**src/spq_pkg.sv**
```systemverilog
// shared types and codes for the sorted priority queue
`timescale 1ns / 1ps
`default_nettype none

package spq_pkg;

	localparam int COUNT_W = 5;

	typedef enum logic {
		OP_PUSH = 1'b0,
		OP_POP  = 1'b1
	} op_t;

	typedef enum logic [1:0] {
		ST_OK    = 2'd0,
		ST_FULL  = 2'd1,
		ST_EMPTY = 2'd2
	} status_t;

	typedef struct packed {
		logic [31:0] key;
		logic [15:0] sequence_number;
		logic [7:0]  pos_x;
		logic [7:0]  pos_y;
		logic [7:0]  glyph;
		logic [7:0]  heading;
		logic        player_flag;
		logic        npc_flag;
		logic        battled_flag;
	} entry_t;

	// command broadcast to every cell in the chain
	typedef struct packed {
		logic   push;
		logic   pop;
		entry_t new_entry;
	} cell_cmd_t;

endpackage

`default_nettype wire

```
**src/spq_cell.sv**
```systemverilog
// one slot of the sorted chain: holds an entry and shifts with its neighbors
`timescale 1ns / 1ps
`default_nettype none

module spq_cell
	import spq_pkg::*;
#(
	parameter bit IS_HEAD = 1'b0
) (
	input  wire logic      clk,
	input  wire logic      arst_n,
	input  wire cell_cmd_t cmd,
	input  wire entry_t    left_entry,
	input  wire logic      left_valid,
	input  wire logic      left_shift,
	input  wire entry_t    right_entry,
	input  wire logic      right_valid,
	output entry_t         entry,
	output logic           valid,
	output logic           shift,
	output entry_t         nxt_entry,
	output logic           nxt_valid
);

	entry_t entry_q;
	logic   valid_q;
	logic   cmp;

	// the head lets an equal key stay in front, later slots do not
	assign cmp   = IS_HEAD ? (entry_q.key > cmd.new_entry.key)
	                       : (entry_q.key >= cmd.new_entry.key);
	assign shift = valid_q & cmp;

	always_comb begin
		nxt_entry = entry_q;
		nxt_valid = valid_q;
		if (cmd.push) begin
			if (left_shift) begin
				nxt_entry = left_entry;
				nxt_valid = 1'b1;
			end else if (shift || (!valid_q && left_valid)) begin
				nxt_entry = cmd.new_entry;
				nxt_valid = 1'b1;
			end
		end else if (cmd.pop) begin
			nxt_entry = right_entry;
			nxt_valid = right_valid;
		end
	end

	always_ff @(posedge clk or negedge arst_n) begin
		if (!arst_n) begin
			valid_q <= 1'b0;
		end else begin
			valid_q <= nxt_valid;
		end
	end

	always_ff @(posedge clk) begin
		entry_q <= nxt_entry;
	end

	assign entry = entry_q;
	assign valid = valid_q;

endmodule

`default_nettype wire
```
**config.mk**
```make
export PLATFORM = sky130hd
export DESIGN_NAME = spq_cell
export DESIGN_NICKNAME = d
export VERILOG_FILES = /design/src/spq_pkg.sv /design/src/spq_cell.sv
export SDC_FILE = /design/constraint.sdc
export NUM_CORES = 1
export LEC_CHECK = 0
export BUFFER_PORTS_ARGS = -buffer_cell sky130_fd_sc_hd__clkbuf_2
export CAP_MARGIN = 0
export CORE_AREA = 2 2 163 165
export DETAILED_ROUTE_END_ITERATION = 10
export DIE_AREA = 0 0 165 167
export SLEW_MARGIN = 20
export SYNTH_ARGS = -nofsm -noshare
export SYNTH_HDL_FRONTEND = slang
export SYNTH_SLANG_ARGS = --single-unit
```
**constraint.sdc**
```tcl
create_clock -name clk -period 3.7 [get_ports clk]
set_input_delay 0.37 -clock clk [delete_from_list [all_inputs] [get_ports clk]]
set_output_delay 0.37 -clock clk [all_outputs]
set_load 0.05 [all_outputs]
```
## Yosys cells after proc, flatten, opt, wreduce, memory -nomap -nowiden

Cells that the tools add are included.

| word-level totals | value |
|---|---|
| output and inout bits | 169 |
| register bits after elaboration | 84 |
| input port bits | 256 |
| logic and storage cells | 23 |

| cells by class | value |
|---|---|
| bitwise gates (word level) | 1 |
| $lt $le $gt $ge | 1 |
| muxes and demuxes | 8 |
| reductions and logical operators | 3 |

Operators with widths:

| operator | number |
|---|---|
| $mux W83 | 4 |
| $ge A32 B32 Y1 | 1 |
| $mux W1 | 4 |
| $and A1 B1 Y1 | 1 |
| $logic_and A1 B1 Y1 | 1 |
| $logic_not A1 Y1 | 1 |
| $logic_or A1 B1 Y1 | 1 |

## Longest topological paths before layout

| logic depth | value |
|---|---|
| depth after elaboration | 6 |
| gate-level depth with buffers | 10 |

## Worst setup path after synthesis

OpenSTA, ideal clock, no wires.

| timing path | value |
|---|---|
| kind | reg-to-output |
| start | reg entry_q (netlist bit entry[80]) |
| end | out nxt_entry[32] in the netlist's numbering |
| slack | -0.326 ns |
| arrival time | 3.656 ns |
| cell stages (with the launch flop) | 10 |
| path buffers | 2 |
| required time | 3.330 ns |
| cell sequence | dfxtp_1 -> ha_1 -> a21o_1 -> a21o_1 -> a221o_1 -> a211oi_2 -> buf_2 -> clkbuf_1 -> a2111oi_0 -> a211oi_1 |

RTL lines:

| element | line | text |
|---|---|---|
| from (decl) | spq_cell.sv:25 | `entry_t entry_q;` |
| from (signal assigned) | spq_cell.sv:60 | `entry_q <= nxt_entry;` |
| to (decl) | spq_cell.sv:21 | `output entry_t nxt_entry,` |

==> flow_summary.ini <==
[sta]
fmaxAchievable_mhz = 272
worst_hold_slack_ns = 0.303
finalCritPeriodShare_pct = 99.3
fin_worst_skew_ns = 0.0145
slew-limit-headroom_pct = 47.5
timing_hold_violations_final = 0
finalCriticalPeriod_ns = 3.67
fin_tns_setup_ns = 0
maxSlewViolCount = 0
rsz0062_at_grt = true
tightestPinTransition_ns = 0.788
timing.final.setup_violations = 0

[logic_synthesis]
asyncSetResetFlopFracSynth_pct = 1.19
netlist.top_cell.by_area = sky130_fd_sc_hd__dfxtp_1
dominant_cell_by_count_in_the_synthesized_netlist = sky130_fd_sc_hd__a21oi_1
syn-instance-count = 1055
number_of_flops_mapped_to_enable_cells_by_yosys = 0
synth_area_leaders = sky130_fd_sc_hd__dfxtp_1, sky130_fd_sc_hd__mux2i_1, sky130_fd_sc_hd__a21oi_1
synthAdderAreaFrac_pct = 4.88
synth_top_family_by_area = compound AO/OA/AOI/OAI gates
synth_simple_gate_area_share_pct = 17.0
post_synth_xor_area_fraction_pct = 0
synth.yosys.warnings = 0
ys.flop_type = sky130_fd_sc_hd__dfxtp_1
post_synth.cell_area_avg_um2 = 7.78
synth_top_cell_area_share_pct = 20.2
synth.top_cells.by_count = sky130_fd_sc_hd__a21oi_1, sky130_fd_sc_hd__mux2i_1, sky130_fd_sc_hd__nor2_1
synth_compound_gate_area_share_pct = 30.2
synth_fp_nets = 1343
post_synthesis_mux_area_share_pct = 20.2
postSynthRegisterBits = 84
ys_types = 30
ys_seq_area_share_pct = 20.5
syn_area_um2 = 8210

[clock_tree]
cts.clk_slew.worst_paths_ns = 0.08
ctsLongestPathBuffers = 2
ctsRootBufferMaster = sky130_fd_sc_hd__clkbuf_16
tritoncts = done
clk-insertion-delay-late_ns = 0.36
cts_max_level = 3
cts.sinks = 84
number_of_buffers_created_by_cts = 9

[route]
drt-total-wl_um = 35500
drtAntennaViolNets = 0
drt_iter0_drc = 651
via_count = 10000
drt-pass1-iter-count = 5
route.detailed.wl_per_inst_um = 19.9
detail_route.vias_per_cell = 5.63
drc = 0

[cells_and_area]
finalNetCount = 1727
area.growth.synth_to_final_pct = 50.2
nFillCells = 2571
post_route_cells_drive_above_1_share_pct = 44.0

[setup_path]
setup.worst_path.start = entry[66]
timing.critical_path.from_type = register
worstRegToRegCells = 8
timing.reg2reg.setup_slack_ns = 0.84
cp_data_arrival_time_ns = 3.30
reg2reg_to = entry[6]
timing.critical_path.fanout_max = 7
cp_data_required_time_ns = 3.33
setup.worst_path.end_class = primary output
crit-reg2reg-launch = entry[66]
timing_worst_setup_path_type = register to primary output

[pwr]
power.total_uw = 5990
powerDensity_nw_per_um2 = 486
vdd_drop_max_mv = 0.221
cellLeakagePower_uw = 0.00550

[placement]
buffer_ports.inserted = 424
routabilityCongestion = 0.861
dpl.hpwl_um = 25500

[run]
cap_viol_max_count = 0

[global_routing]
grt_pass1_vias = 9414
grt_antenna_before_repair = 3
grt_start_max_net_pins = 68
track_usage_pct = 23.7
grt_first_pass_wirelength_um = 51900
grt_remaining_overflow = 0

[hold_path]
worst_hold_path.num_cells = 3
min_path_type = primary input to register
min_from = right_valid
hold_crit_endpoint = valid

[floorplan]
num_io_pins = 425
initial_core_util_pct = 31.9
fp.dieArea_um2 = 27600
floorplan.die.width_um = 165
die_y_um = 167
design.core.area_um2 = 25800
row_count = 59

[status]
result_of_the_run = finished, final reports clean
==> cells by family after synthesis <==
group,count (synthesis)
AO/OA/AOI/OAI,360
adder cells (fa/ha/maj),32
flip-flops,84
multiplexers,166
AND/OR/NAND/NOR,279
buffers and inverters,134
==> worst max-delay path by stage <==
stage	endpoint	depth (start not counted)
detailed placement	nxt_entry[51]	11
global route	nxt_entry[6]	11
floorplan	nxt_entry[10]	9
finish	nxt_entry[6]	9
global placement	nxt_entry[51]	12
CTS	nxt_entry[51]	11
==> sequential cells by signal, summed over array words and instances, names as in the netlist <==
| register | count |
|---|---|
| entry | 83 |
| valid | 1 |
==> area by class of cell <==
type | instances | area [um^2] | share of cell area [%]
Antenna cell | 1 | 2.50 | 0.0203
Clock buffer | 11 | 243 | 1.97
Clock inverter | 5 | 61.3 | 0.497
Inverter | 32 | 120 | 0.974
Multi-Input combinational cell | 838 | 6700 | 54.3
Sequential cell | 84 | 1690 | 13.7
Tap cell | 335 | 419 | 3.40
Timing Repair Buffer | 474 | 3090 | 25.1
==> power by group <==
| group | switching, uW | internal, uW | total, uW |
|---|---|---|---|
| Combinational | 2510 | 1160 | 3670 |
| Clock | 461 | 546 | 1010 |
| Sequential | 220 | 1090 | 1310 |
==> through the flow <==
stage                     utilization (%)  cells  area, um^2  worst slack [ns]
after global placement               44.8   1757       11500             0.191
after global routing                 47.9   1779       12300            -0.177
final                                47.9   1780       12300            0.0264
after CTS                            46.4   1776       11900           0.00871
after floorplan                         -   1055        8580            -0.149
after detailed placement             44.8   1757       11500             0.163
==> routing by layer <==
layer | wire, um | part of all wire [%] | global-route usage [%]
met3 | 2680 | 7.5 | 4.93
met2 | 17100 | 48 | 39.5
met1 | 14600 | 41 | 29.4
met5 | 13 | 0.037 | 0
met4 | 1090 | 3.1 | 9.79
==> repair_timing <==
| item | 4_1_cts | 5_1_grt |
|---|---|---|
| endpoints found under the hold margin | 1 | 0 |
| setup buffers | 2 | 1 |
| resized for setup | 44 | 123 |
| endpoints found under the setup margin | 71 | 75 |
| pin swaps | 0 | 4 |
| hold buffers | 1 | 0 |
| gates cloned | 0 | 2 |
==> layout by cell type, fill, tap and decap left out, drive strengths merged <==
cell / synthesis / layout
nor4: 1 / 1
dlygate4sd3: 0 / 1
clkinvlp: 0 / 3
dfrtp: 1 / 1
nand2b: 3 / 3
a21o: 3 / 3
ha: 32 / 32
buf: 35 / 91
o21ai: 5 / 5
or4b: 1 / 1
nand4: 4 / 4
and2: 1 / 1
a2111oi: 84 / 84
inv: 32 / 32
bufinv: 0 / 1
clkbuf: 67 / 393
a211oi: 84 / 84
o21a: 1 / 1
nor2: 91 / 91
clkinv: 0 / 1
a31o: 1 / 2
mux2i: 166 / 166
diode: 0 / 1
nor2b: 84 / 84
nand3: 1 / 1
nor3: 84 / 84
nand2: 9 / 9
dfxtp: 83 / 83
a21oi: 181 / 181
a221o: 1 / 1
==> critical path: stages (launching register included) <==
cell and delay (ns):
sky130_fd_sc_hd__dfxtp_2 0.36, sky130_fd_sc_hd__ha_4 0.28, sky130_fd_sc_hd__nand4_1 0.16, sky130_fd_sc_hd__nor3_2 0.23, sky130_fd_sc_hd__or4b_4 0.52, sky130_fd_sc_hd__a31o_4 0.31, sky130_fd_sc_hd__buf_4 0.20, sky130_fd_sc_hd__a2111oi_1 0.54
sky130_fd_sc_hd__a211oi_2 0.11, sky130_fd_sc_hd__buf_4 0.22
No activity file was read; power rests on OpenSTA's default activity.
